--- src/hdl/waes_ram.sv ---
// ----------------------------------------------------------------------------
// waes_ram
// Generic single-write, single-read RAM with registered read data.
// ----------------------------------------------------------------------------
module waes_ram #(
  parameter int WIDTH = 8,
  parameter int DEPTH = 64
) (
  input  logic                             clk,
  input  logic                             we,
  input  logic [$clog2(DEPTH)-1:0]         waddr,
  input  logic [WIDTH-1:0]                 wdata,
  input  logic [$clog2(DEPTH)-1:0]         raddr,
  output logic [WIDTH-1:0]                 rdata
);

  logic [WIDTH-1:0] mem [DEPTH];
  logic [WIDTH-1:0] rdata_r;

  always_ff @(posedge clk) begin
    if (we) begin
      mem[waddr] <= wdata;
    end
    rdata_r <= mem[raddr];
  end

  assign rdata = rdata_r;

endmodule

--- config.mk ---
export PLATFORM = sky130hd
export DESIGN_NAME = waes_ram
export DESIGN_NICKNAME = d
export VERILOG_FILES = /design/src/hdl/waes_ram.sv
export SDC_FILE = /design/constraint.sdc
export NUM_CORES = 1
export LEC_CHECK = 0
export ABC_CLOCK_PERIOD_IN_PS = 5300
export BUFFER_PORTS_ARGS = -buffer_cell sky130_fd_sc_hd__buf_2
export CORE_MARGIN = 2
export CORE_UTILIZATION = 60
export DETAILED_ROUTE_END_ITERATION = 12
export PLACE_DENSITY = 0.76
export SLEW_MARGIN = 20
export SYNTH_ARGS = -nofsm -noshare
export SYNTH_HDL_FRONTEND = slang
export SYNTH_SLANG_ARGS = --single-unit
--- constraint.sdc ---
create_clock -name clk -period 5.3 [get_ports clk]
set_input_delay 1.06 -clock clk [delete_from_list [all_inputs] [get_ports clk]]
set_output_delay 1.06 -clock clk [all_outputs]
set_load 0.1 [all_outputs]
==> reports/metrics.yaml <==
status:
  status: "finished clean"
synthesis:
  yosysSeqAreaShare_pct: 77.0
  yosys_warnings: 0
  synth_cell_types: 40
  ys.flop_type: "edfxtp_1"
  syn_avg_cell_area_um2: 21.5
  syn_inst: 940
  syn_nets: 962
  synth_edf_count: 512
  synth-seq-cells: 520
  syn_area_um2: 20200
  async_reset_ff_share_pct: 0
power_and_ir_drop:
  irDropWorstVdd_uv: 324
  powerDensity_nw_per_um2: 380
  leakagePower_nw: 6.92
routing:
  dr.pass1.iters: 5
  wl_per_cell_um: 29.1
  drtIter0Drc: 1387
  vias_per_cell: 6.56
  remaining_drc_errors: 0
  routed_wirelength_mm: 42.7
  num_vias: 9644
  ant_nets: 0
setup_path:
  cp-start-kind: "input pin"
  end_kind: "flop"
  critPathRequiredTime_ps: 5700
  critPathKind: "input pin to flop"
  cp.arrival_ps: 3770
  crit_fanout: 74
sta:
  rsz0062_at_grt: "no"
  max-slew-margin-rel_pct: 29.8
  period_share_pct: 63.5
  setup_viol: 0
  hold_viol: 0
  worst_pin_slew_ps: 1050
  fin_crit_ps: 3360
  max_freq_ghz: 0.297
  fin_worst_skew_ps: 23.9
  fin_setup_tns_ps: 0
  slew_viol_final: 0
clock_tree:
  cts_tree: "yes"
  worstSkewPairLatency_ps: 570
  cts_resized: 0
  cts_buffers: 51
  cts.htree.levels: 2
  cts-root-buf: "clkbuf_16"
  cts.sinks: 520
  postCtsHoldBufs: 0
  clk_pin_slew_ps: 60
  cts_setup_buffers: 0
  clockBufferDepth: 3
floorplanning:
  start_util_pct: 60.6
  dieHeight_um: 187
  die_area_um2: 35100
  coreArea_um2: 33300
  io_pins: 30
  fp.dieW_um: 187
  std_cell_rows: 67
finish:
  area_delta_synth_final_pct: 10.5
  drive_above_1_share_pct: 25.0
  fin_util_pct: 67.0
  fillers: 2097
  n_antenna_cell: 0
  nNetsFinal: 1003
placed_design:
  globalplace.congestion: 0.817
  io_buffers: 29
  dp.final_hpwl_mm: 24.5
worst_hold_path:
  hp-class: "flop to flop"
global_routing:
  track_usage_pct: 25.1
  grt_pass1_vias: 9712
  grt_pass1_wl_mm: 63.9
  antenna_found_initial: 0
  grt_start_max_net_pins: 75
  grt_overflow: 0
flow_run:
  maxCapViolCount: 0
[routing by layer]
metal  track usage [%]  vias to the layer above  part of all wire, %
li1                  -                     4012                    -
met1              37.8                     5019                   41
met2              38.2                      537                   47
met3              5.25                       76                  9.6
met4              6.93                        0                  2.4
met5                 0                        -                    0
[cells by family (layout without fill, tap and decap cells)]
group | after synthesis | after routing | share of synthesized area [%]
flip-flops | 520 | 520 | 77.0
multiplexers | 162 | 162 | 15.9
AND/OR/NAND/NOR | 153 | 153 | 3.39
AO/OA/AOI/OAI | 54 | 54 | 2.07
buffers and inverters | 51 | 134 | 1.57
[synthesized netlist by cell type (2+ instances only)]
master / n / share of area (%)
edfxtp_1: 512 / 76
mux4_2: 126 / 14
nor2_1: 83 / 1.5
mux2i_1: 23 / 1.1
nand2_1: 19 / 0.35
clkbuf_1: 17 / 0.32
nor2b_1: 14 / 0.43
buf_4: 13 / 0.48
mux2_2: 13 / 0.73
nand3_1: 13 / 0.32
buf_2: 11 / 0.27
dfxtp_1: 8 / 0.79
o221ai_1: 8 / 0.35
o22ai_1: 8 / 0.25
nand2b_1: 7 / 0.22
nor3_1: 7 / 0.17
a221oi_1: 6 / 0.26
a211oi_1: 4 / 0.15
buf_1: 4 / 0.074
buf_6: 4 / 0.22
a21oi_1: 3 / 0.074
a22oi_1: 3 / 0.11
nand3b_1: 3 / 0.11
o2111ai_1: 3 / 0.13
o2bb2ai_1: 3 / 0.13
a2111oi_0: 2 / 0.087
buf_12: 2 / 0.20
nand4_1: 2 / 0.062
nor4_1: 2 / 0.062
o21a_1: 2 / 0.074
o21ai_0: 2 / 0.050
o21ai_1: 2 / 0.050
o221a_2: 2 / 0.11
o32ai_1: 2 / 0.087
o41ai_1: 2 / 0.087
[sequential cells by signal (all words and copies together), names as in the netlist]
name and flops:
mem 512, rdata 8
[cell usage in the layout, fill, tap and decap left out, drive strengths merged, types with 13 or more instances in the layout]
cell and count:
buf 38, clkinv 26, nand2 19, mux2i 23, clkbuf 60, nand3 13
mux2 13, nor2 83, mux4 126, edfxtp 512, nor2b 14
[power breakdown]
| part | internal [mW] | switching, mW |
|---|---|---|
| Clock | 1.95 | 1.49 |
| Combinational | 0.152 | 0.311 |
| Sequential | 4.55 | 0.0134 |
[worst paths after layout]
path                            startpoint       end  slack [ps]  depth (start not counted)
worst max-delay path              raddr[0]  rdata[6]        1940                          6
worst min-delay path            mem[22][1]  rdata[1]         840                          4
worst max register to register  mem[29][6]  rdata[6]        2930                          5
worst min register to register  mem[22][1]  rdata[1]         840                          4
[stage by stage]
stage | cell area [um2] | total power [mW] | hold slack, ps | worst slack (ps) | instances
6_report | 22300 | 8.47 | 837 | 1940 | 1471
5_1_grt | 22300 | 8.69 | 850 | 1850 | 1471
4_1_cts | 22300 | 8.51 | 834 | 1860 | 1471
3_5_place_dp | 20700 | 5.11 | 810 | 1400 | 1376
3_3_place_gp | 20700 | 5.11 | 802 | 1500 | 1376
2_1_floorplan | 20200 | 4.95 | 718 | 2570 | 940
[cell type report]
cell class | count | area (um2) | share of cell area, %
Sequential cell | 520 | 15500 | 69.7
Multi-Input combinational cell | 369 | 4320 | 19.4
Clock buffer | 59 | 1340 | 5.99
Tap cell | 448 | 561 | 2.51
Timing Repair Buffer | 39 | 279 | 1.25
Clock inverter | 36 | 264 | 1.18
[critical path: stages]
cell and delay (ps):
clkbuf_8 680, mux4_2 620, mux2_2 300, o221a_2 280, nor3_1 590, o32ai_1 200
No activity file was read; power rests on OpenSTA's default activity.
