File: config.mk
export PLATFORM = sky130hd
export DESIGN_NAME = waes_outreg
export DESIGN_NICKNAME = d
export VERILOG_FILES = /design/src/hdl/waes_pkg.sv /design/src/hdl/waes_outreg.sv
export SDC_FILE = /design/constraint.sdc
export NUM_CORES = 1
export LEC_CHECK = 0
export BUFFER_PORTS_ARGS = -buffer_cell sky130_fd_sc_hd__buf_2
export CAP_MARGIN = 30
export CORE_MARGIN = 1
export CORE_UTILIZATION = 36
export CTS_CLUSTER_DIAMETER = 100
export DETAILED_ROUTE_END_ITERATION = 6
export GPL_TIMING_DRIVEN = 0
export PLACE_DENSITY = 0.72
export SETUP_SLACK_MARGIN = 0.1
export SYNTH_ARGS = -nofsm -noshare
export SYNTH_HDL_FRONTEND = slang
export SYNTH_SLANG_ARGS = --single-unit
File: constraint.sdc
create_clock -name clk -period 0.8 [get_ports clk]
set_input_delay 0.12 -clock clk [delete_from_list [all_inputs] [get_ports clk]]
set_output_delay 0.12 -clock clk [all_outputs]
set_load 0.02 [all_outputs]
File: src/hdl/waes_pkg.sv
// ----------------------------------------------------------------------------
// waes_pkg
// Shared types and constants for the weighted adjacency edge store.
// ----------------------------------------------------------------------------
package waes_pkg;

  localparam int DEF_MAX_NODES   = 64;
  localparam int DEF_MAX_DEGREE  = 8;
  localparam int DEF_WEIGHT_BITS = 32;

  localparam int NODE_W   = 6;
  localparam int NCOUNT_W = 7;
  localparam int OP_W     = 3;
  localparam int STAT_W   = 2;
  localparam int WOUT_W   = 32;

  localparam logic [NCOUNT_W-1:0] NCOUNT_RST = 7'd64;

  localparam logic [OP_W-1:0] OP_ADD       = 3'd0;
  localparam logic [OP_W-1:0] OP_ADD_UNDIR = 3'd1;
  localparam logic [OP_W-1:0] OP_IS_CONN   = 3'd2;
  localparam logic [OP_W-1:0] OP_GET_WT    = 3'd3;
  localparam logic [OP_W-1:0] OP_LIST      = 3'd4;

  localparam logic [STAT_W-1:0] STAT_OK      = 2'd0;
  localparam logic [STAT_W-1:0] STAT_INVALID = 2'd1;
  localparam logic [STAT_W-1:0] STAT_NO_EDGE = 2'd2;
  localparam logic [STAT_W-1:0] STAT_FULL    = 2'd3;

  typedef enum logic [3:0] {
    ST_CLEAR,
    ST_IDLE,
    ST_CHECK,
    ST_DEG_RD,
    ST_DEG_WAIT,
    ST_EDGE_RD,
    ST_EDGE_CHK,
    ST_DECIDE,
    ST_EMIT
  } state_t;

  typedef struct packed {
    logic [STAT_W-1:0] status;
    logic              connected;
    logic [WOUT_W-1:0] weight_out;
    logic [NODE_W-1:0] neighbour;
    logic              item_valid;
    logic              last;
  } res_t;

endpackage

File: src/hdl/waes_outreg.sv
// ----------------------------------------------------------------------------
// waes_outreg
// Result register between the sequencer and the result channel.
// ----------------------------------------------------------------------------
module waes_outreg (
  input  logic            clk,
  input  logic            rst_n,
  input  logic            push,
  input  waes_pkg::res_t  res_in,
  output logic            ready,
  output logic            out_valid,
  input  logic            out_stall,
  output waes_pkg::res_t  res_out
);

  logic           full_r;
  logic           full_nxt;
  waes_pkg::res_t data_r;

  assign ready     = !full_r || !out_stall;
  assign out_valid = full_r;
  assign res_out   = data_r;

  always_comb begin
    if (push) begin
      full_nxt = 1'b1;
    end else begin
      full_nxt = full_r && out_stall;
    end
  end

  always_ff @(posedge clk) begin
    if (!rst_n) begin
      full_r <= 1'b0;
    end else begin
      full_r <= full_nxt;
    end
  end

  always_ff @(posedge clk) begin
    if (push) begin
      data_r <= res_in;
    end
  end

endmodule

==> results of run 1 <==
final cells by class:
cell class | count | area (sq um)
clock buffer | 5 | 68.8
clock inverter | 2 | 60.1
fill | 246 | 1280
multi-input combinational | 3 | 17.5
sequential | 44 | 1310
tap | 46 | 57.6
timing repair buffer | 93 | 647
state kept, by name (all words and copies together) (netlist names):
name and count:
out_valid 1, res_out 43
cell families (layout without fill, tap and decap cells):
family | Yosys count | in the layout | share of synthesized area, %
flops | 44 | 44 | 98.9
buf+inv | 0 | 100 | 0
compound gates | 1 | 1 | 0.377
simple gates | 2 | 2 | 0.755
worst register-to-register path: stages (launching register included):
cell and delay [ns]:
sky130_fd_sc_hd__dfxtp_2 0.34, sky130_fd_sc_hd__a21oi_1 0.14, sky130_fd_sc_hd__nor2b_1 0.06
through the flow:
| step | setup WS (ns) | util [%] |
|---|---|---|
| detailed placement | -0.433 | 53.5 |
| floorplan | 0.154 | - |
| global placement | -0.389 | 53.5 |
| CTS | -0.176 | 58.8 |
| finish | -0.153 | 62.8 |
| global route | -0.202 | 62.8 |
power by group through the flow:
stage	sequential, mW	clock, mW	combinational [mW]
floorplan	3.07	0	0.00819
finish	2.80	1.89	0.687
global route	2.82	2.03	0.720
global placement	2.82	0	0.552
detailed placement	2.82	0	0.563
CTS	2.78	1.94	0.599
path summary, 6_finish.rpt:
check              from          end  cells after the start
max          res_out[3]   res_out[3]                      1
min          res_in[28]  res_out[28]                      1
max reg2reg   out_valid    out_valid                      2
min reg2reg   out_valid    out_valid                      2
cell usage after synthesis:
master,number,area share (%)
sky130_fd_sc_hd__edfxtp_1,43,97
sky130_fd_sc_hd__dfxtp_1,1,1.5
sky130_fd_sc_hd__a21oi_1,1,0.38
sky130_fd_sc_hd__nor2b_1,1,0.47
sky130_fd_sc_hd__nand2_1,1,0.28
metal layers:
metal  vias to the layer above  global-route usage, %  part of all wire, %
li1                        383                      -                    -
met1                       363                   14.4                   42
met2                        59                   19.6                   48
met3                         2                   7.12                  8.7
met4                         0                   5.23                 0.52
met5                         -                      0                    0
what timing repair did:
| action | CTS | global route |
|---|---|---|
| endpoints found under the hold margin | 7 | 23 |
| gates resized for setup | 17 | 38 |
| pin swaps | 1 | 0 |
| setup endpoints to repair | 89 | 45 |
==> flow_results.org, run 1 <==
** Power
- Design Power :: 5.38 mW
- Switching component of the power :: 1.09 mW
- Max VDD drop :: 1260 uV
- Internal power contribution :: 4.28 mW
- Clock power frac :: 35.2%
- Dividing total power by cell area gives a power density of 2490 nW/um^2.
- Combinational cells account for 12.8% of the total power.
- Leak pwr :: 0.924 nW
- Sequential share of power :: 52.1%
- Switching share of total power :: 20.4%

** STA
- The worst pin sits at a relative slew slack of 64.0%.
- Count of final setup violators :: 45
- Endpoints failing hold :: 0
- Worst path setup slack after routing :: -0.153 ns
- Setup total negative slack on the finished layout was measured at -5.74 ns.
- The final-report max-slew violation count is 0.
- Hold timing on the final database bottoms out at a slack of 0.00942 ns.
- The clock arrives with 0 ns of skew.
- The worst path uses 119% of the clock period.
- Setup repair after global routing missed its margin :: true
- For this run, the top clock speed supported by timing is 1.05 GHz.
- Slew at the pin closest to its max-slew limit :: 0.540 ns
- Fin crit period :: 0.953 ns

** Worst setup path
- Walking the worst path, the cells encountered are buf_6.
- Counting both buffers and inverters, the worst setup path holds a total of 1.
- Maximum single-stage delay on the critical path :: 0.41 ns
- Max FO, Critical Path :: 1
- Cell family with most CP delay :: flip-flops
- Critical-path top delay cell :: sky130_fd_sc_hd__edfxtp_1
- Setup slack on the worst reg-to-reg path comes out at 0.16 ns.
- Critical Path Source Type :: flip-flop
- For the worst setup path, the data arrival time is 0.83 ns.
- STA classifies the critical path endpoint as an output port.
- At the worst endpoint, the required time is 0.68 ns.
- Crit Path Class :: flip-flop to output port

** CTS
- H-tree lvl count :: 2
- TritonCTS built the clock tree.
- The number of setup buffers added after CTS is 0.
- Clock latency at the later pin of the worst-skew pair :: 0.28 ns
- Counting along the longest clock path gives a buffer depth of 2.
- Clock-pin slew on the worst setup and hold paths :: 0.08 ns
- Counting the buffers created by CTS gives 5.
- The cell sitting at the root of the clock tree is a sky130_fd_sc_hd__clkbuf_8.
- For this design, the sink count on the clock tree is 44.

** Drt
- In the final routed layout, each cell accounts on average for 12.9 um.
- After the first detailed-routing iteration, the DRC count stood at 35.
- Routed via count :: 807
- Post-detailed-route DRC marker count :: 0
- Wires add up to 2480 um.
- Number of iterations in the first detailed-routing pass :: 4
- After detailed routing, the number of vias per cell comes to 4.18.
- Once detail routing completed, the nets flagged for antenna violations numbered 0.

** Placed design
- Routability congestion estimate from global placement :: 0.639
- Cell Area, Placed :: 1840 sq um
- Port Buffers :: 91
- The number of placed instances, taps included, is 184.

** GRT
- Global-route wire length before repair :: 3540 um
- The number of global-route vias before repair came to 759.
- Number of antenna violations at the first check in global routing :: 0
- Summed over all layers, the global routing overflow is 0.
- Total routing usage reported by global routing :: 12.6%
- Pin count of the biggest net entering global routing :: 45

** Synthesis
- The share of the Yosys chip area taken by registers is 98.9%.
- Synthesis produced a netlist with a net count of 94.
- The synthesized design contains 44 register bits.
- Unique masters post-synth :: 5
- In this run the mean area of a mapped cell was 28.2 sq um.
- After synthesis the cells add up to 1330 sq um.
- Yosys printed 0 warnings.
- Post-Synthesis Cells :: 47

** Cells and area
- Final standard cell count with taps included and fillers excluded :: 193
- Relative to the synthesized area, the layout overhead comes to 63.1%.
- Net count reported at finish :: 194
- Summing all non-filler instances in the final layout gives an area of 2160 sq um.
- Cells with a size suffix above 1 make up 68.0% of the layout.
- The top cell types in the final layout, fill and taps aside, are sky130_fd_sc_hd__buf_2, sky130_fd_sc_hd__edfxtp_1, sky130_fd_sc_hd__buf_6.
- Most common cell after layout, fill and taps aside :: sky130_fd_sc_hd__buf_2
- Count of antenna diodes in the layout :: 0

** Floorplanning
- In this run the horizontal extent of the chip is 62.7 um.
- Measured along the y axis, the die boundary spans 62.7 um.
- The total area inside the core boundary comes to 3440 sq um.
- Count of pins on the block boundary :: 92
- The floorplan step defined a die boundary enclosing 3930 sq um.
- Initial Utilization :: 38.5%
- Number of core rows :: 21

** Hold path
- Min-delay worst type :: input port to flip-flop

** Flow run
- Max-capacitance violation count :: 0

** Status
- The final reports fail on setup timing.
- The run finished, with violations left.
Note: power is estimated with default switching activity, not from simulation.
==> run 2: changes to the inputs <==
- CORE_UTILIZATION: 36 -> 38
- CTS_BUF_LIST: not set -> sky130_fd_sc_hd__clkbuf_8
- PLACE_DENSITY: 0.72 -> 0.76
==> run 2 against run 1 <==
Highest routed layer unchanged. Flip-flop and latch count stayed put. Final cell count is 16% higher. Combinational power is 32% higher. Wire length is 59% higher. Register-to-register slack worse by 0.03 ns. Critical path depth stayed put. The run still ends with setup timing left. Non-clock buffer count is 30 higher. Largest cell class unchanged. Via count is 23% higher. Clock-buffer cell count stayed put. Die area is 5.1% lower. Sequential power hardly changed. Critical endpoint is now res_out[42]. Hold slack worse by 0.0053 ns.
==> flow_results.org, run 2 (synthesized netlist as in run 1, its figures left out) <==
** Status
- Status: finished with violations (unchanged).
- Violations in the final reports :: setup timing (unchanged)

** Worst setup path
- Critical R2R Launch :: out_valid (unchanged)
- The kind of end point of the critical path was an output port (unchanged).
- R2r endpoint :: out_valid (unchanged)
- The internal reg-to-reg setup slack is 0.13 ns (was 0.16 ns).
- Cell family with most CP delay :: flip-flops (unchanged)
- Critical Path Source Type :: flip-flop (unchanged)
- Critical Path, Cell by Cell: buf_6 (unchanged).
- The endpoint of the worst setup timing path was res_out[42] (was res_out[3]).
- Critical-path top delay cell :: sky130_fd_sc_hd__edfxtp_1 (unchanged)
- Max FO, Critical Path :: 1 (unchanged)
- The launch point of the worst path is res_out[42] (was res_out[3]).
- The buffering stage count on the worst path with inverters included came to 1 (unchanged).
- The arrival time at the worst endpoint was 0.90 ns (was 0.83 ns).
- Maximum single-stage delay on the critical path :: 0.43 ns (was 0.41 ns)
- Logic depth of the worst setup path including buffers :: 1 (unchanged)
- Crit Path Class :: flip-flop to output port (unchanged)
- The cell depth of the worst flop-to-flop path was 2 (unchanged).
- Worst EP required :: 0.68 ns (about the same)

** GRT
- The overall routing resource usage was 19.4% (was 12.6%).
- Number of global-route vias before repair :: 982 (was 759)
- Global-route wire length before repair :: 4620 um (was 3540 um)
- The initial antenna violation count came to 0 (unchanged).
- The pin count of the biggest net entering global routing came to 45 (unchanged).
- Overflow after GRT :: 0 (unchanged)

** STA
- Fmax :: 0.983 GHz (was 1.05 GHz)
- Setup repair after global routing missed its margin :: true (unchanged)
- Endpoints failing hold :: 0 (unchanged)
- Relative slew slack :: 64.8% (was 64.0%)
- The final worst hold slack is 0.00407 ns (was 0.00942 ns).
- The post-layout minimum cycle time came to 1.02 ns (was 0.953 ns).
- The share of the cycle needed by the critical path after routing came to 127% (was 119%).
- The worst clock skew on the final layout came to 0 ns (unchanged).
- The final-report max-slew violation count was 0 (unchanged).
- Slew at the pin closest to its max-slew limit :: 0.528 ns (was 0.540 ns)
- The worst path setup slack after routing was -0.218 ns (was -0.153 ns).
- Count of final setup violators :: 45 (unchanged)

** Floorplanning
- Placeable core region :: 3340 sq um (was 3440 sq um)
- Horizontal die dimension :: 61.1 um (was 62.7 um)
- The die footprint was 3730 sq um (was 3930 sq um).
- Count of pins on the block boundary :: 92 (unchanged)
- The standard-cell row count is 21 (unchanged).
- The height of the die came to 61.1 um (was 62.7 um).
- Initial Utilization :: 39.7% (was 38.5%)

** Cells and area
- Commonest cells after routing, fill and taps aside: sky130_fd_sc_hd__buf_2, sky130_fd_sc_hd__edfxtp_1, sky130_fd_sc_hd__buf_6 (unchanged).
- The core occupancy in the finished layout was 77.4% (was 62.8%).
- The total area of multi-input combinational cells came to 17.5 sq um (unchanged).
- Final-layout fill cell count :: 202 (was 246)
- Area growth, synth to finish :: 94.7% (was 63.1%)
- The sequential cell area in the final layout came to 1310 sq um (unchanged).
- Most common cell after layout, fill and taps aside :: sky130_fd_sc_hd__buf_2 (unchanged)
- The flip-flop count of the largest register, all copies and words added is 43 (unchanged).
- Final standard cell count with taps included and fillers excluded :: 224 (was 193)
- The share of post-route cells with drive strength above 1 is 53.4% (was 68.0%).
- The diode insertion count for antenna repair was 0 (unchanged).
- Net count reported at finish :: 224 (was 194)

** Power
- The power density relative to cell area came to 2100 nW/um^2 (was 2490 nW/um^2).
- Max VDD drop :: 1740 uV (was 1260 uV)
- Leak pwr :: 1.18 nW (was 0.924 nW)

** Flow run
- The max-cap check violation count came to 0 (unchanged).

** Drt
- The routed wire length came to 3940 um (was 2480 um).
- The number of vias per cell after detailed routing came to 4.42 (was 4.18).
- Average wire length per cell after detail routing :: 17.6 um (was 12.9 um)
- The remaining design rule violation count came to 0 (unchanged).
- The number of detailed-route iterations in the first pass came to 4 (unchanged).
- The number of antenna-violating nets in the routed design is 0 (unchanged).
- DRT iter0 DRCs :: 13 (was 35)
- The total via count after detailed routing was 990 (was 807).

** Placed design
- Worst setup slack after placement :: -0.429 ns (was -0.433 ns)
- Routability congestion estimate from global placement :: 0.753 (was 0.639)
- The HPWL after detailed placement is 1890 um.
- The number of port buffers was 91 (unchanged).
- The placed cell count came to 184 (unchanged).

** CTS
- The maximum clock insertion buffer count is 2 (unchanged).
- Clock latency at the later pin of the worst-skew pair :: 0.30 ns (was 0.28 ns)
- TritonCTS Sinks :: 44 (unchanged)
- The total clock buffers created by CTS is 5 (unchanged).
- Clock-pin slew on the worst setup and hold paths :: 0.09 ns (was 0.08 ns)
- The number of H-tree levels is 2 (unchanged).
- Clock tree from TritonCTS :: done (unchanged)
- CTS root buffer :: sky130_fd_sc_hd__clkbuf_8 (unchanged)
- Post CTS Setup Buffer Count :: 0 (unchanged)

** Hold path
- The class of the tightest hold or removal check was input port to flip-flop (unchanged).
run 2: report_power, final:
part / switching, mW / internal [mW]
combinational: 0.411 / 0.496
clock: 0.766 / 0.925
sequential: 0.0958 / 2.73
total: 1.27 / 4.16
run 2: area by class of cell:
| cell class | instances | area share [%] |
|---|---|---|
| flip-flops and latches | 44 | 50.8 |
| clock inverters | 3 | 1.65 |
| clock buffers | 5 | 2.66 |
| repair buffers | 123 | 42.0 |
| well taps | 46 | 2.23 |
| multi-input cells | 3 | 0.678 |
run 2: through the flow:
stage                     setup TNS, ns  total power [mW]  instance area, sq um
final                             -7.43              5.43                  2580
after CTS                         -7.33              5.25                  2320
after global placement           -16.18              3.37                  1840
after detailed placement         -18.72              3.39                  1840
after global routing              -9.03              5.63                  2580
after floorplan                       0              3.08                  1330
run 2: worst min-delay path by stage:
stage,cells past startpoint,end,from
after floorplan,0,res_out[0],res_in[0]
after global routing,1,res_out[37],res_in[37]
final,1,res_out[40],res_in[40]
after detailed placement,1,res_out[42],res_in[42]
after global placement,1,res_out[4],res_in[4]
after CTS,1,res_out[31],res_in[31]
run 2: what timing repair did:
| action | in CTS | in global routing |
|---|---|---|
| gates resized for setup | 37 | 56 |
| pin swaps | 1 | 0 |
| hold endpoints to repair | 40 | 17 |
| endpoints found under the setup margin | 89 | 62 |
| hold buffers | 25 | 12 |
| gates cloned | 0 | 0 |
run 2: per-layer routing:
layer	up-vias	global-route usage [%]	part of all wire [%]
met1	461	17.9	31
met5	-	0	0
met3	13	14.1	12
li1	445	-	-
met4	0	11.7	3.8
met2	71	30.9	53
==> run 3: changes to the inputs <==
- CORE_ASPECT_RATIO: not set -> 0.75
==> run 3 against run 2 <==
The flow still finishes with violations (setup timing). Total power down 11%. Final cell count down 16%. First-iteration DRC count rose to 5.0 times the previous value. Hold slack worse by 0.00061 ns. Sequential power about the same.
==> flow_results.org, run 3 (synthesized netlist as in run 1, its figures left out) <==
** Floorplanning
- The die footprint was 3730 sq um (about the same).
- Initial Utilization :: 40.1% (was 39.7%)
- The core area is 3310 sq um (was 3340 sq um).
- The width of the chip is 70.2 um (was 61.1 um).
- Count of pins on the block boundary :: 92 (unchanged)
- Number of core rows :: 18 (was 21)
- Die Height :: 53.2 um (was 61.1 um)

** GRT
- Number of global-route vias before repair :: 826 (was 982)
- The met1 track utilization from global routing came to 12.5% (was 17.9%).
- Overflow after GRT :: 0 (unchanged)
- The busiest layer in global routing was met2 (unchanged).
- The overall routing resource usage is 13.9% (was 19.4%).
- Number of antenna violations at the first check in global routing :: 0 (unchanged)
- The first-pass GRT wire length is 3620 um (was 4620 um).
- The global-route met2 utilization is 23.7% (was 30.9%).
- The pin count of the biggest net entering global routing was 45 (unchanged).
- Met3 Track Usage GR :: 10.3% (was 14.1%)

** STA
- The post-layout minimum cycle time is 0.962 ns (was 1.02 ns).
- Setup repair after global routing missed its margin: true (unchanged).
- Hold Worst Slack :: 0.00346 ns (was 0.00407 ns)
- The highest clock frequency the design can meet is 1.04 GHz (was 0.983 GHz).
- Worst path setup slack after routing :: -0.162 ns (was -0.218 ns)
- Slew at the pin closest to its max-slew limit :: 0.544 ns (was 0.528 ns)
- The number of endpoints with negative hold slack in the final report came to 0 (unchanged).
- The aggregate negative setup slack is -6.02 ns (was -7.43 ns).
- Relative slew slack :: 63.7% (was 64.8%)
- Largest clock skew in the final design :: 0 ns (unchanged)
- The final-report max-slew violation count is 0 (unchanged).
- The share of the cycle needed by the critical path after routing came to 120% (was 127%).
- Count of final setup violators :: 45 (unchanged)

** CTS
- Clock latency at the later pin of the worst-skew pair :: 0.28 ns (was 0.30 ns)
- CTS root buffer :: sky130_fd_sc_hd__clkbuf_8 (unchanged)
- The total clock buffers created by CTS is 5 (unchanged).
- The TritonCTS clock tree was done (unchanged).
- The register clock-pin slew on the reported worst setup and hold paths is 0.08 ns (was 0.09 ns).
- TritonCTS Sinks :: 44 (unchanged)
- Post CTS Setup Buffer Count :: 0 (unchanged)
- H-tree lvl count :: 2 (unchanged)
- Clock buffer depth :: 2 (unchanged)

** Worst setup path
- The worst flop-to-flop path startpoint was out_valid (unchanged).
- Crit Path Class :: flip-flop to output port (unchanged)
- The kind of cell with the highest combined delay on the critical path is flip-flops (unchanged).
- Critical-path top delay cell :: sky130_fd_sc_hd__edfxtp_1 (unchanged)
- Arrival time of the worst setup path :: 0.84 ns (was 0.90 ns)
- Critical Path, Cell by Cell :: buf_6 (unchanged)
- The critical path's largest stage delay is 0.41 ns (was 0.43 ns).
- The launch point of the worst path was res_out[7] (was res_out[42]).
- The buffering stage count on the worst path with inverters included came to 1 (unchanged).
- Crit path capture type :: output port (unchanged)
- Max FO, Critical Path :: 1 (unchanged)
- The type of element launching the critical path is a flip-flop (unchanged).
- Worst EP required :: 0.68 ns (about the same)

** Flow run
- The max-cap check violation count was 0 (unchanged).

** Drt
- Routed via count :: 837 (was 990)
- The number of violations reported at the end of detailed-routing iteration 0 was 65 (was 13).
- The number of antenna-violating nets in the routed design is 0 (unchanged).
- Detailed-route wire length :: 2670 um (was 3940 um)
- Mean number of vias per cell :: 4.45 (was 4.42)
- The remaining design rule violation count is 0 (unchanged).
- The final routed wire length divided by cell count is 14.2 um (was 17.6 um).
- Number of iterations in the first detailed-routing pass :: 4 (unchanged)

** Cells and area
- The flip-flop count of the largest register, all copies and words added was 43 (unchanged).
- Area growth, synth to finish :: 62.3% (was 94.7%)
- The most common cell after layout, fill and taps aside is sky130_fd_sc_hd__buf_2 (unchanged).
- The core occupancy in the finished layout was 65.0% (was 77.4%).
- Count of antenna diodes in the layout :: 0 (unchanged)
- Final-layout fill cell count :: 234 (was 202)
- Net count reported at finish :: 194 (was 224)
- Commonest cells after routing, fill and taps aside: sky130_fd_sc_hd__buf_2, sky130_fd_sc_hd__edfxtp_1, sky130_fd_sc_hd__buf_6 (unchanged).
- Share of post-route cells with drive strength above 1 :: 68.2% (was 53.4%)

** Power
- Leak pwr :: 0.908 nW (was 1.18 nW)
- Max VDD drop :: 1490 uV (was 1740 uV)
- The power density relative to cell area is 2240 nW/um^2 (was 2100 nW/um^2).

** Status
- Status :: finished with violations (unchanged)
- Violations in the final reports :: setup timing (unchanged)

** Placed design
- Port Buffers :: 91 (unchanged)
- Routability congestion estimate from global placement :: 0.663 (was 0.753)
- The worst setup slack before clock tree synthesis came to -0.438 ns (was -0.429 ns).

** Hold path
- Min-delay worst type :: input port to flip-flop (unchanged)
- Hold wc startpoint :: res_in[10] (was res_in[40])
run 3: timing repair:
action / CTS / global route
pin swaps: 1 / 0
setup endpoints to repair: 89 / 46
hold endpoints to repair: 23 / 23
cloned: 0 / 0
gates resized for setup: 29 / 38
run 3: layout make-up:
cell class	instances	area (sq um)	area share, %
Multi-Input combinational cell	3	21.3	0.988
Tap cell	40	50.0	2.33
Timing Repair Buffer	93	678	31.5
Clock inverter	3	18.8	0.872
Clock buffer	5	68.8	3.20
Sequential cell	44	1320	61.1
run 3: routing by layer:
layer | vias to the layer above | wire, um
li1 | 385 | -
met1 | 394 | 928
met2 | 56 | 1330
met3 | 2 | 391
met4 | 0 | 17
met5 | - | 0
run 3: where the power goes:
| part | internal (mW) | switching [mW] | total, mW |
|---|---|---|---|
| Clock | 0.602 | 0.701 | 1.30 |
| Sequential | 2.73 | 0.0737 | 2.80 |
| Combinational | 0.347 | 0.370 | 0.717 |
| Total | 3.68 | 1.15 | 4.82 |
run 3: stage by stage:
stage,std cells,power (mW),instance area (sq um)
after global routing,188,5.00,2150
after CTS,186,4.77,2010
after global placement,178,3.37,1840
final,188,4.82,2150
after floorplan,47,3.08,1330
after detailed placement,178,3.39,1840
run 3: final timing paths:
path              slack [ns]  cells past startpoint          end
setup / recovery       -0.16                      1   res_out[7]
hold / removal         0.003                      1  res_out[10]
setup reg to reg        0.11                      2    out_valid
hold reg to reg         0.58                      2    out_valid
