File: src/hdl/waes_pkg.sv
// ----------------------------------------------------------------------------
// waes_pkg
// Shared types and constants for the weighted adjacency edge store.
// ----------------------------------------------------------------------------
package waes_pkg;

  localparam int DEF_MAX_NODES   = 64;
  localparam int DEF_MAX_DEGREE  = 8;
  localparam int DEF_WEIGHT_BITS = 32;

  localparam int NODE_W   = 6;
  localparam int NCOUNT_W = 7;
  localparam int OP_W     = 3;
  localparam int STAT_W   = 2;
  localparam int WOUT_W   = 32;

  localparam logic [NCOUNT_W-1:0] NCOUNT_RST = 7'd64;

  localparam logic [OP_W-1:0] OP_ADD       = 3'd0;
  localparam logic [OP_W-1:0] OP_ADD_UNDIR = 3'd1;
  localparam logic [OP_W-1:0] OP_IS_CONN   = 3'd2;
  localparam logic [OP_W-1:0] OP_GET_WT    = 3'd3;
  localparam logic [OP_W-1:0] OP_LIST      = 3'd4;

  localparam logic [STAT_W-1:0] STAT_OK      = 2'd0;
  localparam logic [STAT_W-1:0] STAT_INVALID = 2'd1;
  localparam logic [STAT_W-1:0] STAT_NO_EDGE = 2'd2;
  localparam logic [STAT_W-1:0] STAT_FULL    = 2'd3;

  typedef enum logic [3:0] {
    ST_CLEAR,
    ST_IDLE,
    ST_CHECK,
    ST_DEG_RD,
    ST_DEG_WAIT,
    ST_EDGE_RD,
    ST_EDGE_CHK,
    ST_DECIDE,
    ST_EMIT
  } state_t;

  typedef struct packed {
    logic [STAT_W-1:0] status;
    logic              connected;
    logic [WOUT_W-1:0] weight_out;
    logic [NODE_W-1:0] neighbour;
    logic              item_valid;
    logic              last;
  } res_t;

endpackage

File: src/hdl/waes_seq.sv
// ----------------------------------------------------------------------------
// waes_seq
// Operation sequencer: checks nodes, scans a node's edge list in memory,
// appends edges, and hands results to the result register.
// ----------------------------------------------------------------------------
module waes_seq #(
  parameter int MAX_NODES   = waes_pkg::DEF_MAX_NODES,
  parameter int MAX_DEGREE  = waes_pkg::DEF_MAX_DEGREE,
  parameter int WEIGHT_BITS = waes_pkg::DEF_WEIGHT_BITS,
  localparam int NODE_IW    = $clog2(MAX_NODES),
  localparam int DEG_W      = $clog2(MAX_DEGREE + 1),
  localparam int EADDR_W    = $clog2(MAX_NODES * MAX_DEGREE),
  localparam int EWIDTH     = waes_pkg::NODE_W + WEIGHT_BITS
) (
  input  logic                                clk,
  input  logic                                rst_n,
  input  logic                                cfg_wr_en,
  input  logic [waes_pkg::NCOUNT_W-1:0]       cfg_node_count,
  input  logic                                in_valid,
  output logic                                in_stall,
  input  logic [waes_pkg::OP_W-1:0]           in_operation,
  input  logic [waes_pkg::NODE_W-1:0]         in_node_from,
  input  logic [waes_pkg::NODE_W-1:0]         in_node_to,
  input  logic signed [31:0]                  in_edge_weight,
  output logic                                res_push,
  output waes_pkg::res_t                      res,
  input  logic                                res_ready,
  output logic                                deg_we,
  output logic [NODE_IW-1:0]                  deg_waddr,
  output logic [DEG_W-1:0]                    deg_wdata,
  output logic [NODE_IW-1:0]                  deg_raddr,
  input  logic [DEG_W-1:0]                    deg_rdata,
  output logic                                edge_we,
  output logic [EADDR_W-1:0]                  edge_waddr,
  output logic [EWIDTH-1:0]                   edge_wdata,
  output logic [EADDR_W-1:0]                  edge_raddr,
  input  logic [EWIDTH-1:0]                   edge_rdata
);

  waes_pkg::state_t                    state_r, state_nxt;
  logic [waes_pkg::NCOUNT_W-1:0]       node_count_r;
  logic [NODE_IW-1:0]                  clr_r, clr_nxt;
  logic [waes_pkg::OP_W-1:0]           op_r, op_nxt;
  logic [waes_pkg::NODE_W-1:0]         a_r, a_nxt;
  logic [waes_pkg::NODE_W-1:0]         b_r, b_nxt;
  logic [WEIGHT_BITS-1:0]              w_r, w_nxt;
  logic [waes_pkg::NODE_W-1:0]         src_r, src_nxt;
  logic [waes_pkg::NODE_W-1:0]         dst_r, dst_nxt;
  logic                                phase_r, phase_nxt;
  logic                                full1_r, full1_nxt;
  logic [DEG_W-1:0]                    deg_r, deg_nxt;
  logic [DEG_W-1:0]                    k_r, k_nxt;
  logic                                found_r, found_nxt;
  logic [WEIGHT_BITS-1:0]              fw_r, fw_nxt;
  waes_pkg::res_t                      res_r, res_nxt;

  logic                                a_ok, b_ok;
  logic [63:0]                         win64;
  logic signed [WEIGHT_BITS-1:0]       fw_s;
  logic [63:0]                         fw64;
  logic [EADDR_W-1:0]                  ebase;
  logic [waes_pkg::NODE_W-1:0]         rd_tgt;
  logic [WEIGHT_BITS-1:0]              rd_wt;
  logic [DEG_W-1:0]                    k_inc;
  logic                                list_full;
  logic                                is_add;

  assign a_ok = ({1'b0, a_r} < node_count_r) && (32'(a_r) < MAX_NODES);
  assign b_ok = ({1'b0, b_r} < node_count_r) && (32'(b_r) < MAX_NODES);

  assign win64  = 64'(in_edge_weight);
  assign fw_s   = fw_r;
  assign fw64   = 64'(fw_s);
  assign ebase  = EADDR_W'(NODE_IW'(src_r)) * EADDR_W'(MAX_DEGREE);
  assign rd_tgt = edge_rdata[EWIDTH-1:WEIGHT_BITS];
  assign rd_wt  = edge_rdata[WEIGHT_BITS-1:0];
  assign k_inc  = k_r + DEG_W'(1);
  assign list_full = (deg_r >= DEG_W'(MAX_DEGREE));
  assign is_add = (op_r == waes_pkg::OP_ADD) || (op_r == waes_pkg::OP_ADD_UNDIR);

  assign in_stall = (state_r != waes_pkg::ST_IDLE);
  assign res      = res_r;

  assign edge_raddr = ebase + EADDR_W'(k_r);
  assign edge_waddr = ebase + EADDR_W'(deg_r);
  assign edge_wdata = {dst_r, w_r};
  assign deg_raddr  = NODE_IW'(src_r);

  always_comb begin
    state_nxt = state_r;
    clr_nxt   = clr_r;
    op_nxt    = op_r;
    a_nxt     = a_r;
    b_nxt     = b_r;
    w_nxt     = w_r;
    src_nxt   = src_r;
    dst_nxt   = dst_r;
    phase_nxt = phase_r;
    full1_nxt = full1_r;
    deg_nxt   = deg_r;
    k_nxt     = k_r;
    found_nxt = found_r;
    fw_nxt    = fw_r;
    res_nxt   = res_r;
    res_push  = 1'b0;
    deg_we    = 1'b0;
    deg_waddr = NODE_IW'(src_r);
    deg_wdata = deg_r + DEG_W'(1);
    edge_we   = 1'b0;

    unique case (state_r)
      waes_pkg::ST_CLEAR: begin
        deg_we    = 1'b1;
        deg_waddr = clr_r;
        deg_wdata = '0;
        clr_nxt   = clr_r + NODE_IW'(1);
        if (clr_r == NODE_IW'(MAX_NODES - 1)) begin
          state_nxt = waes_pkg::ST_IDLE;
        end
      end
      waes_pkg::ST_IDLE: begin
        if (in_valid) begin
          op_nxt    = in_operation;
          a_nxt     = in_node_from;
          b_nxt     = in_node_to;
          w_nxt     = win64[WEIGHT_BITS-1:0];
          state_nxt = waes_pkg::ST_CHECK;
        end
      end
      waes_pkg::ST_CHECK: begin
        res_nxt   = '0;
        res_nxt.last = 1'b1;
        src_nxt   = a_r;
        dst_nxt   = b_r;
        phase_nxt = 1'b0;
        full1_nxt = 1'b0;
        if (op_r > waes_pkg::OP_LIST) begin
          state_nxt = waes_pkg::ST_IDLE;
        end else if (!a_ok || (op_r != waes_pkg::OP_LIST && !b_ok)) begin
          res_nxt.status = waes_pkg::STAT_INVALID;
          state_nxt      = waes_pkg::ST_EMIT;
        end else begin
          state_nxt = waes_pkg::ST_DEG_RD;
        end
      end
      waes_pkg::ST_DEG_RD: begin
        state_nxt = waes_pkg::ST_DEG_WAIT;
      end
      waes_pkg::ST_DEG_WAIT: begin
        deg_nxt   = deg_rdata;
        k_nxt     = '0;
        found_nxt = 1'b0;
        if (deg_rdata == '0) begin
          state_nxt = (op_r == waes_pkg::OP_LIST) ? waes_pkg::ST_EMIT
                                                  : waes_pkg::ST_DECIDE;
        end else begin
          state_nxt = waes_pkg::ST_EDGE_RD;
        end
      end
      waes_pkg::ST_EDGE_RD: begin
        state_nxt = waes_pkg::ST_EDGE_CHK;
      end
      waes_pkg::ST_EDGE_CHK: begin
        k_nxt = k_inc;
        if (op_r == waes_pkg::OP_LIST) begin
          res_nxt            = '0;
          res_nxt.neighbour  = rd_tgt;
          res_nxt.item_valid = 1'b1;
          res_nxt.last       = (k_inc == deg_r);
          state_nxt          = waes_pkg::ST_EMIT;
        end else if (rd_tgt == dst_r) begin
          found_nxt = 1'b1;
          fw_nxt    = rd_wt;
          state_nxt = waes_pkg::ST_DECIDE;
        end else if (k_inc == deg_r) begin
          state_nxt = waes_pkg::ST_DECIDE;
        end else begin
          state_nxt = waes_pkg::ST_EDGE_RD;
        end
      end
      waes_pkg::ST_DECIDE: begin
        res_nxt      = '0;
        res_nxt.last = 1'b1;
        state_nxt    = waes_pkg::ST_EMIT;
        if (op_r == waes_pkg::OP_IS_CONN) begin
          res_nxt.connected = found_r;
        end else if (op_r == waes_pkg::OP_GET_WT) begin
          if (found_r) begin
            res_nxt.connected  = 1'b1;
            res_nxt.weight_out = fw64[31:0];
          end else begin
            res_nxt.status = waes_pkg::STAT_NO_EDGE;
          end
        end else if (is_add) begin
          if (!found_r && !list_full) begin
            edge_we = 1'b1;
            deg_we  = 1'b1;
          end
          if (op_r == waes_pkg::OP_ADD_UNDIR && !phase_r) begin
            full1_nxt = !found_r && list_full;
            phase_nxt = 1'b1;
            src_nxt   = dst_r;
            dst_nxt   = src_r;
            state_nxt = waes_pkg::ST_DEG_RD;
          end else if (full1_r || (!found_r && list_full)) begin
            res_nxt.status = waes_pkg::STAT_FULL;
          end
        end
      end
      waes_pkg::ST_EMIT: begin
        if (res_ready) begin
          res_push = 1'b1;
          if (op_r == waes_pkg::OP_LIST && !res_r.last) begin
            state_nxt = waes_pkg::ST_EDGE_RD;
          end else begin
            state_nxt = waes_pkg::ST_IDLE;
          end
        end
      end
      default: begin
        state_nxt = waes_pkg::ST_IDLE;
      end
    endcase
  end

  always_ff @(posedge clk) begin
    if (!rst_n) begin
      state_r      <= waes_pkg::ST_CLEAR;
      clr_r        <= '0;
      node_count_r <= waes_pkg::NCOUNT_RST;
    end else begin
      state_r <= state_nxt;
      clr_r   <= clr_nxt;
      if (cfg_wr_en) begin
        node_count_r <= cfg_node_count;
      end
    end
  end

  always_ff @(posedge clk) begin
    op_r    <= op_nxt;
    a_r     <= a_nxt;
    b_r     <= b_nxt;
    w_r     <= w_nxt;
    src_r   <= src_nxt;
    dst_r   <= dst_nxt;
    phase_r <= phase_nxt;
    full1_r <= full1_nxt;
    deg_r   <= deg_nxt;
    k_r     <= k_nxt;
    found_r <= found_nxt;
    fw_r    <= fw_nxt;
    res_r   <= res_nxt;
  end

endmodule

File: config.mk
export PLATFORM = sky130hd
export DESIGN_NAME = waes_seq
export DESIGN_NICKNAME = d
export VERILOG_FILES = /design/src/hdl/waes_pkg.sv /design/src/hdl/waes_seq.sv
export SDC_FILE = /design/constraint.sdc
export NUM_CORES = 1
export LEC_CHECK = 0
export ABC_AREA = 1
export BUFFER_PORTS_ARGS = -buffer_cell sky130_fd_sc_hd__buf_2
export CAP_MARGIN = 0
export CORE_AREA = 10 10 134 136
export DETAILED_ROUTE_END_ITERATION = 10
export DIE_AREA = 0 0 144 146
export GPL_TIMING_DRIVEN = 0
export PLACE_DENSITY = 0.81
export SLEW_MARGIN = 15
export SYNTH_ARGS = -nofsm -noshare
export SYNTH_HDL_FRONTEND = slang
export SYNTH_SLANG_ARGS = --single-unit
File: constraint.sdc
create_clock -name clk -period 3.9 [get_ports clk]
set_input_delay 0.195 -clock clk [delete_from_list [all_inputs] [get_ports clk]]
set_output_delay 0.195 -clock clk [all_outputs]
set_load 0.02 [all_outputs]
==> metrics.cfg, run 1 <==
[status]
status=completed

[sta]
hold_viol_final=0
finalSetupViolations=0
whs_ps=19.9
timing.fmax_mhz=452
finalSetupTns_ps=0
period_needed_ps=2210
max-slew-margin-rel_pct=37.2
slew_viol_final=0
rsz0062_at_grt=false
worst_pin_slew_ps=939
finalCritPeriodShare_pct=56.8
fin_skew_ps=8.45

[drt]
dr.pass1.iters=5
drt.antenna.violating_nets=0
vias=5348
post_drt_wl_per_cell_um=17.1
drc=0
wirelength_mm=19.2
drt-initial-drc-count=297
drt-vias-per-instance=4.78

[synthesis]
synth_area_leaders=edfxtp_1 64%, nand2_1 7.2%, dfxtp_1 5.0%, nor2_1 4.8%, inv_1 3.4%
yosysSeqAreaShare_pct=69.4
yosys_warnings=0
ys.flop_type=edfxtp_1
netlist_instances=591
yosysTopAreaCellShare_pct=64.4
yosysTopAreaCell=edfxtp_1
synth.avg_cell_area_sq_um=11.4
synth.most_common_cell=edfxtp_1
synthDistinctLibCells=35
synthesis.area_sq_um=6760
syn-num-nets=710
synthArstFlopShare_pct=0
synth-seq-cells=162
synthTopCellsByCount=145 x edfxtp_1, 129 x nand2_1, 86 x nor2_1, 61 x inv_1, 28 x o21ai_0
synth-edff-count=145

[setup_path]
crit_type=flop to flop
end_kind=flop
worstPathMaxFanout=33
rrSetupSlack_ps=1690
slowest_stage=nor2_4
start_kind=flop
required_ps=3940
worstPathArrival_ps=2260
path_cells=inv_2 -> nand2_2 -> nor2_4 -> nand2_2 -> nor2_4 -> inv_2 -> nor2_4
crit_path_frequent_cell=nor2_4
critical-path-max-stage-delay_ps=730

[pwr]
seqPwrFrac_pct=50.9
p_sw_uw=770
powerDensity_nw_per_um2=387
leakage_nw=4.24
ir_drop_v=0.000298
p_comb_share_pct=4.9
p_sw_share_pct=20.7
clkPwrFrac_pct=44.2
intPower_mw=2.94

[global_routing]
grt_pass1_wl_mm=29.6
grt_max_degree=34
antenna_found_initial=1
grt_use_total_pct=18.2
overflow=0
grt_pass1_vias=5598

[placed_design]
hpwl_mm=13.9
gp_congestion=0.893
placed_cells=1004
port_buffers=219

[final_layout]
final_cells=1120
seq_area_sq_um=4690
fill_cells=1167
syn_to_final_growth_pct=41.9
drive_gt1_share_pct=31.3
nNetsFinal=1034
multi_input_area_sq_um=1720
n_antenna_cell=0

[die]
die_area_sq_um=21000
start_util_pct=43.7
rows=46
die_w_um=144
num_io_pins=220
coreArea_sq_um=15500
die_y_um=146

[clocking]
clk_pin_slew_ps=60
cts_setup_buffers=0
root_buffer=clkbuf_16
cts_sinks=162
htreeDepth=4
cts-buffers-inserted=17
cts_tree=yes
clock_latency_ps=420
clock_path_buffers=2

[flow_run]
max_cap_viol_count=0

[min_path]
hold_path.class=primary input to flop

cells by family (layout without fill, tap and decap cells):
logic type                 count (synthesis)  count (layout)  synth area share [%]
and+or+nand+nor                          257             257                  16.0
xor gates and xnor gates                  14              14                  1.81
DFF                                      162             162                  69.4
buffers and inverters                     89             426                  5.42
adders and majority gates                 18              18                  3.33
AOI/OAI and AO/OA                         51              51                  4.01
power groups by stage:
stage / Clock, mW / Sequential, mW / Combinational [mW]
floorplan: 0 / 1.93 / 0.0422
global placement: 0 / 1.93 / 0.103
detailed placement: 0 / 1.93 / 0.109
CTS: 1.66 / 1.89 / 0.177
global route: 1.74 / 1.89 / 0.199
finish: 1.64 / 1.89 / 0.181
layout make-up:
| class | count | area share (%) |
|---|---|---|
| tap | 192 | 2.50 |
| inverter | 70 | 2.75 |
| clock buffer | 17 | 4.43 |
| buffer | 19 | 1.07 |
| multi-input combinational | 340 | 17.9 |
| timing repair buffer | 305 | 20.8 |
| sequential | 162 | 48.9 |
| clock inverter | 15 | 1.64 |
flip-flops by register name, indices dropped and copies added (netlist names), 6 cells and up:
register / cells
a_r: 6
clr_r: 6
w_r: 32
fw_r: 32
dst_r: 6
b_r: 6
deg_raddr: 6
res: 43
node_count_r: 7
final timing paths:
kind,start,to,depth (start not counted)
hold reg to reg,clr_r[5]$_SDFFE_PN0P_,clr_r[5]$_SDFFE_PN0P_,2
hold / removal,cfg_wr_en,node_count_r[6]$_SDFFE_PN1P_,2
setup / recovery,state_r[3]$_SDFFE_PN0P_,fw_r[9]$_DFFE_PP_,7
setup reg to reg,state_r[3]$_SDFFE_PN0P_,fw_r[9]$_DFFE_PP_,7
metrics by stage:
stage / area [sq um] / util (%) / worst slack (ps) / total power [mW]
floorplan: 6760 / - / 673 / 1.97
global placement: 8100 / 52.3 / -5.21 / 2.03
detailed placement: 8170 / 52.8 / 1640 / 2.04
CTS: 9590 / 62.0 / 1640 / 3.73
global route: 9590 / 62.0 / 1500 / 3.83
finish: 9590 / 62.0 / 1690 / 3.71
repair_timing:
action                                 CTS  global route
hold buffers                            84             0
resized for setup                        0             0
endpoints found under the hold margin   84             0
worst max-delay path, delay by kind of cell, from the launching register on:
family,cells,cell delay [ps]
simple gates,5,1310
buf+inv,2,190
flops,1,320
routing by layer:
layer,vias to the layer above,track usage (%),wire [um]
met5,-,0,13
met4,2,7.81,366
met3,37,6.20,1750
met2,216,30.7,9740
met1,2481,20.3,7330
li1,2612,-,-
placed cells by master (no fill, tap or decap), types with 3 or more instances in the layout:
cell and n:
o21ai_0 28, inv_6 4, xor2_1 12, buf_2 226, nand4_1 3, nor3_1 6
clkbuf_16 17, clkinvlp_4 4, edfxtp_1 145, nand2_1 129, inv_2 7, buf_4 6
nor2_1 84, clkinv_2 4, nand3_1 17, inv_1 61, ha_1 18, dfxtp_1 17
clkbuf_1 5, a21oi_1 18, nor2_4 6, dlygate4sd3_1 84, nand2_2 3
(Power assumes the default switching activity.)
==> inputs of run 2 (changes only) <==
--- a/config.mk
+++ b/config.mk
@@ -5,14 +5,14 @@
 export SDC_FILE = /design/constraint.sdc
 export NUM_CORES = 1
 export LEC_CHECK = 0
-export ABC_AREA = 1
+export ABC_AREA = 0
 export BUFFER_PORTS_ARGS = -buffer_cell sky130_fd_sc_hd__buf_2
 export CAP_MARGIN = 0
 export CORE_AREA = 10 10 134 136
 export DETAILED_ROUTE_END_ITERATION = 10
 export DIE_AREA = 0 0 144 146
 export GPL_TIMING_DRIVEN = 0
-export PLACE_DENSITY = 0.81
+export PLACE_DENSITY = 0.84
 export SLEW_MARGIN = 15
 export SYNTH_ARGS = -nofsm -noshare
 export SYNTH_HDL_FRONTEND = slang
==> constraint.sdc (replaced) <==
create_clock -name clk -period 1.9 [get_ports clk]
set_input_delay 0.095 -clock clk [delete_from_list [all_inputs] [get_ports clk]]
set_output_delay 0.095 -clock clk [all_outputs]
set_load 0.02 [all_outputs]
==> metrics.cfg, run 2 <==
[synthesis]
yosysTopAreaCell=edfxtp_1
yosysSeqAreaShare_pct=69.6  ; +0.15 points
synthDistinctLibCells=61  ; +74%
yosys_warnings=0  ; unchanged
synthTopCellsByCount=145 x edfxtp_1, 45 x nand2_1, 37 x and3_1, 18 x ha_1, 18 x xnor2_1
syn-num-nets=577  ; -19%
synthesis.area_sq_um=6750  ; -0.22%
netlist_instances=458  ; -23%
synth-seq-cells=162  ; unchanged
synthArstFlopShare_pct=0  ; unchanged
ys.flop_type=edfxtp_1
yosysTopAreaCellShare_pct=64.5  ; +0.14 points
synth.most_common_cell=edfxtp_1
synth-edff-count=145  ; unchanged
synth_area_leaders=edfxtp_1 65%, dfxtp_1 5.0%, and3_1 3.4%, ha_1 3.3%, nand2_1 2.5%
synth.avg_cell_area_sq_um=14.7  ; +29%

[clocking]
clock_latency_ps=430  ; about the same
cts_sinks=162  ; unchanged
clk_pin_slew_ps=60  ; about the same
htreeDepth=4  ; unchanged
cts_tree=yes
root_buffer=clkbuf_16
cts-buffers-inserted=17  ; unchanged
clock_path_buffers=2  ; unchanged

[global_routing]
grt_max_degree=32  ; -5.9%
grt_pass1_wl_mm=29.7  ; +0.11%
antenna_found_initial=0  ; -1
overflow=0  ; unchanged
grt_use_total_pct=18.4  ; +0.24 points
grt_pass1_vias=5199  ; -7.1%

[die]
start_util_pct=43.6  ; -0.097 points
die_area_sq_um=21000  ; unchanged
coreArea_sq_um=15500  ; unchanged
die_y_um=146  ; unchanged
die_w_um=144  ; unchanged
rows=46  ; unchanged
num_io_pins=220  ; unchanged

[setup_path]
worstPathArrival_ps=2010  ; -250 ps
start_kind=flop
r2r_start=op_r[1]$_DFFE_PP_
rrSetupSlack_ps=-30  ; -1720 ps
crit_type=flop to primary output
required_ps=1800  ; -2140 ps
end_kind=primary output
reg2reg_depth=6  ; -1
timing.rr.end=res[29]$_DFFE_PP_
worstPathMaxFanout=8  ; -76%

[status]
violations=setup timing
status=finished, violations left

[final_layout]
mostFrequentLayoutCell=buf_2
n_antenna_cell=0  ; unchanged
mostFrequentLayoutCells=210 x buf_2, 145 x edfxtp_1, 93 x dlygate4sd3_1, 51 x buf_4, 45 x nand2_1
largest_register_ffs=43  ; unchanged
drive_gt1_share_pct=43.2  ; +12 points
nNetsFinal=961  ; -7.1%
syn_to_final_growth_pct=55.0
final_cells=1046  ; -6.6%

[drt]
drc=0  ; unchanged
post_drt_wl_per_cell_um=19.3  ; +13%
wirelength_mm=20.2  ; +5.2%
drt-initial-drc-count=296  ; -0.34%
vias=5202  ; -2.7%
dr.pass1.iters=5  ; unchanged
drt-vias-per-instance=4.97  ; +4.2%
drt.antenna.violating_nets=0  ; unchanged

[pwr]
ir_drop_v=0.000627  ; +110%
leakage_nw=4.58  ; +8.0%
p_total_mw=7.83  ; +110%
powerDensity_nw_per_um2=749  ; +94%

[placed_design]
port_buffers=218  ; -0.46%
hpwl_mm=13.7  ; -1.8%
gp_congestion=0.859  ; -3.8%
placed_cells=875  ; -13%

[sta]
period_needed_ps=2110
worst_pin_slew_ps=884  ; -55.6 ps
finalSetupViolations=39  ; +39
max-slew-margin-rel_pct=40.9  ; +3.7 points
fin_skew_ps=12.2  ; +3.76 ps
finalCritPeriodShare_pct=111
setup_ws_ps=-210  ; -1900 ps
rsz0062_at_grt=true
hold_viol_final=0  ; unchanged
slew_viol_final=0  ; unchanged
timing.fmax_mhz=474

[min_path]
hold_depth=2  ; unchanged
hold_path.class=primary input to flop
hold_start=edge_rdata[36]
holdPathEnd=res[6]$_DFFE_PP_

[flow_run]
max_cap_viol_count=0  ; unchanged

## run 2: worst max path at each step
stage / from / end / slack, ps / depth (start not counted)
after floorplan: op_r[0]$_DFFE_PP_ / res[0]$_DFFE_PP_ / -840 / 4
after global placement: op_r[0]$_DFFE_PP_ / res[26]$_DFFE_PP_ / -1470 / 4
after detailed placement: op_r[0]$_DFFE_PP_ / res[26]$_DFFE_PP_ / -250 / 6
after CTS: state_r[2]$_SDFFE_PN0P_ / deg_waddr[2] / -220 / 5
after global routing: state_r[3]$_SDFFE_PN0P_ / deg_waddr[0] / -240 / 5
final: state_r[3]$_SDFFE_PN0P_ / deg_waddr[2] / -210 / 5
## run 2: where the power goes
group / switching [mW] / internal (mW)
Combinational: 0.133 / 0.256
Clock: 1.36 / 2.20
Sequential: 0.0140 / 3.86
Total: 1.51 / 6.32
## run 2: kinds of logic after synthesis
group,after synthesis,synth area share (%)
flops,162,69.6
compound gates,37,3.78
xor+xnor,27,3.73
mux,14,2.52
buf+inv,40,3.17
fa+ha+maj,18,3.34
simple gates,160,13.9
## run 2: stage by stage
stage | setup slack, ps | utilization, % | hold slack [ps] | setup TNS (ps) | area, sq um
floorplan | -845 | - | 194 | -68250 | 6810
global placement | -1470 | 52.6 | 271 | -127000 | 8140
detailed placement | -247 | 53.2 | 273 | -15950 | 8230
CTS | -217 | 65.1 | 0.290 | -1530 | 10100
global route | -242 | 67.5 | 0.659 | -4870 | 10500
finish | -210 | 67.5 | 10.3 | -1880 | 10500
## run 2: area by class of cell
type	count	area (sq um)
buffer	22	169
sequential	162	4700
tap	192	240
clock inverter	12	180
fill	1047	5020
inverter	16	65.1
timing repair buffer	367	2640
clock buffer	19	433
multi-input combinational	256	2020
## run 2: timing repair
action / 4_1_cts / 5_1_grt
buffers inserted: 22 / 24
pin swaps: 8 / 15
gates cloned: 0 / 3
hold endpoints to repair: 92 / 0
endpoints found under the setup margin: 159 / 109
hold buffers: 93 / 0
gates resized for setup: 36 / 31
## run 2: routing by layer
metal  GRT usage (%)  routed length, um  part of all wire [%]
met4            6.64                467                   2.3
met5               0                  0                     0
met2            31.7              10400                    52
met3            6.33               1690                   8.4
met1            20.5               7590                    38
## run 2: critical path, cell delays in order, from the launching register on
cell and delay, ps:
dfxtp_2 330, buf_8 120, or4_4 540, buf_12 170, mux2_4 300, buf_6 130
==> inputs of run 3 (changes only) <==
--- a/config.mk
+++ b/config.mk
@@ -8,11 +8,12 @@
 export ABC_AREA = 0
 export BUFFER_PORTS_ARGS = -buffer_cell sky130_fd_sc_hd__buf_2
 export CAP_MARGIN = 0
-export CORE_AREA = 10 10 134 136
+export CORE_AREA = 10 10 153 120
 export DETAILED_ROUTE_END_ITERATION = 10
-export DIE_AREA = 0 0 144 146
+export DIE_AREA = 0 0 163 130
 export GPL_TIMING_DRIVEN = 0
 export PLACE_DENSITY = 0.84
+export REMOVE_ABC_BUFFERS = 1
 export SLEW_MARGIN = 15
 export SYNTH_ARGS = -nofsm -noshare
 export SYNTH_HDL_FRONTEND = slang
==> metrics.cfg, run 3 (synthesis results as in run 2) <==
[flow_run]
max_cap_viol_count=0  ; unchanged

[setup_path]
crit_type=flop to primary output
start_kind=flop
cp.buffers_inverters=1  ; -2
path_cells=or4_4 -> mux2_4 -> buf_6
slowest_stage=or4_4
cp_top_family=simple AND/OR/NAND/NOR gates
worstPathMaxFanout=7  ; -1
end_kind=primary output
worstPathArrival_ps=1890  ; -120 ps
critical-path-max-stage-delay_ps=620  ; +80 ps
required_ps=1800  ; about the same

[sta]
period_needed_ps=1990  ; -121 ps
slew_viol_final=0  ; unchanged
whs_ps=20.7  ; +10.4 ps
worst_pin_slew_ps=659  ; -224 ps
finalSetupViolations=45  ; +15%
finalCritPeriodShare_pct=105  ; -6.4 points
rsz0062_at_grt=true
timing.fmax_mhz=503  ; +6.1%
hold_viol_final=0  ; unchanged
max-slew-margin-rel_pct=55.9  ; +15 points
setup_ws_ps=-88.9  ; +121 ps
fin_skew_ps=8.30  ; -3.91 ps

[clocking]
clock_latency_ps=430  ; about the same
cts-buffers-inserted=17  ; unchanged
htreeDepth=4  ; unchanged
clock_path_buffers=2  ; unchanged
root_buffer=clkbuf_16
cts_sinks=162  ; unchanged
clk_pin_slew_ps=60  ; about the same
cts_tree=yes

[status]
status=finished, violations left
violations=setup timing

[global_routing]
antenna_found_initial=0  ; unchanged
overflow=0  ; unchanged
grt_max_degree=27  ; -16%
grt_use_total_pct=20.1  ; +1.7 points
grt_pass1_vias=5674  ; +9.1%
grt_pass1_wl_mm=32.5  ; +9.3%

[pwr]
leakage_nw=4.55  ; -0.53%
powerDensity_nw_per_um2=717  ; -4.2%
p_total_mw=7.49  ; -4.3%
ir_drop_v=0.000818  ; +31%

[final_layout]
mostFrequentLayoutCells=209 x buf_2, 145 x edfxtp_1, 95 x dlygate4sd3_1, 55 x buf_4, 45 x nand2_1
n_antenna_cell=0  ; unchanged
largest_register_ffs=43  ; unchanged
mostFrequentLayoutCell=buf_2
fin_util_pct=67.3  ; -0.21 points
syn_to_final_growth_pct=54.8
nNetsFinal=959  ; -0.21%
final_cells=1063  ; +1.6%
drive_gt1_share_pct=43.4  ; +0.17 points
fill_cells=1082  ; +3.3%

[die]
coreArea_sq_um=15500  ; +0.21%
rows=40  ; -13%
num_io_pins=220  ; unchanged
die_w_um=163  ; +13%
die_area_sq_um=21200  ; +0.79%
start_util_pct=43.5  ; -0.091 points
die_y_um=130  ; -11%

[placed_design]
hpwl_mm=13.3  ; -2.4%
port_buffers=219  ; +0.46%
placed_cells=873  ; -0.23%
pre_cts_ws_ps=-1700  ; -1460 ps
gp_congestion=0.831  ; -3.3%

[drt]
drt.antenna.violating_nets=0  ; unchanged
drc=0  ; unchanged
wirelength_mm=22.3  ; +11%
drt-vias-per-instance=5.05  ; +1.4%
dr.pass1.iters=5  ; unchanged
vias=5363  ; +3.1%
drt-initial-drc-count=447  ; +51%
post_drt_wl_per_cell_um=21.0  ; +8.8%

[min_path]
hold_path.class=primary input to flop

-- run 3: cell types whose count changed in the layout (fill, tap and decap cells not counted), moves of 2 or more --
cell and delta:
inv_4 +4, bufinv_16 -4, dfxtp_4 +2, ha_4 +3, ha_2 -2, dlygate4sd3_1 +2
buf_4 +4, dfxtp_2 -2, buf_12 -2, clkbuf_1 -5
-- run 3: area by class of cell --
class	count	area (sq um)	share of cell area, %
flip-flops and latches	162	4710	45.1
inverters	16	70.1	0.671
clock inverters	10	73.8	0.707
repair buffers	384	2760	26.4
multi-input cells	259	2100	20.1
well taps	210	263	2.52
clock buffers	22	475	4.55
-- run 3: worst paths after layout --
| path | start | endpoint | slack [ps] | cells past startpoint |
|---|---|---|---|---|
| max | state_r[1]$_SDFFE_PN0P_ | deg_waddr[0] | -90 | 3 |
| max reg2reg | state_r[3]$_SDFFE_PN0P_ | fw_r[25]$_DFFE_PP_ | -80 | 8 |
| min reg2reg | clr_r[5]$_SDFFE_PN0P_ | clr_r[5]$_SDFFE_PN0P_ | 510 | 2 |
| min | edge_rdata[35] | res[5]$_DFFE_PP_ | 20 | 2 |
-- run 3: power breakdown --
part | total (mW) | switching, mW | internal (mW)
registers | 3.87 | 0.0148 | 3.86
logic | 0.397 | 0.138 | 0.259
clock network | 3.22 | 1.43 | 1.80
total | 7.49 | 1.58 | 5.91
-- run 3: through the flow --
step,instance area (sq um),TNS (ps)
6_report,10400,-2020
5_1_grt,10400,-5910
4_1_cts,10000,-1080
3_5_place_dp,8070,-145250
3_3_place_gp,7960,-523790
2_1_floorplan,6600,-300810
-- run 3: per-layer routing --
layer	up-vias	part of all wire (%)	track usage, %
met4	0	1.8	5.66
met2	272	50	34.6
met1	2600	39	23.2
li1	2454	-	-
met3	37	9.5	7.65
met5	-	0	0
-- run 3: what timing repair did --
action	CTS	global route
hold buffers	95	0
cloned	3	1
endpoints found under the setup margin	188	115
pin swaps	13	16
gates resized for setup	60	33
buffers inserted	30	31
endpoints found under the hold margin	94	0
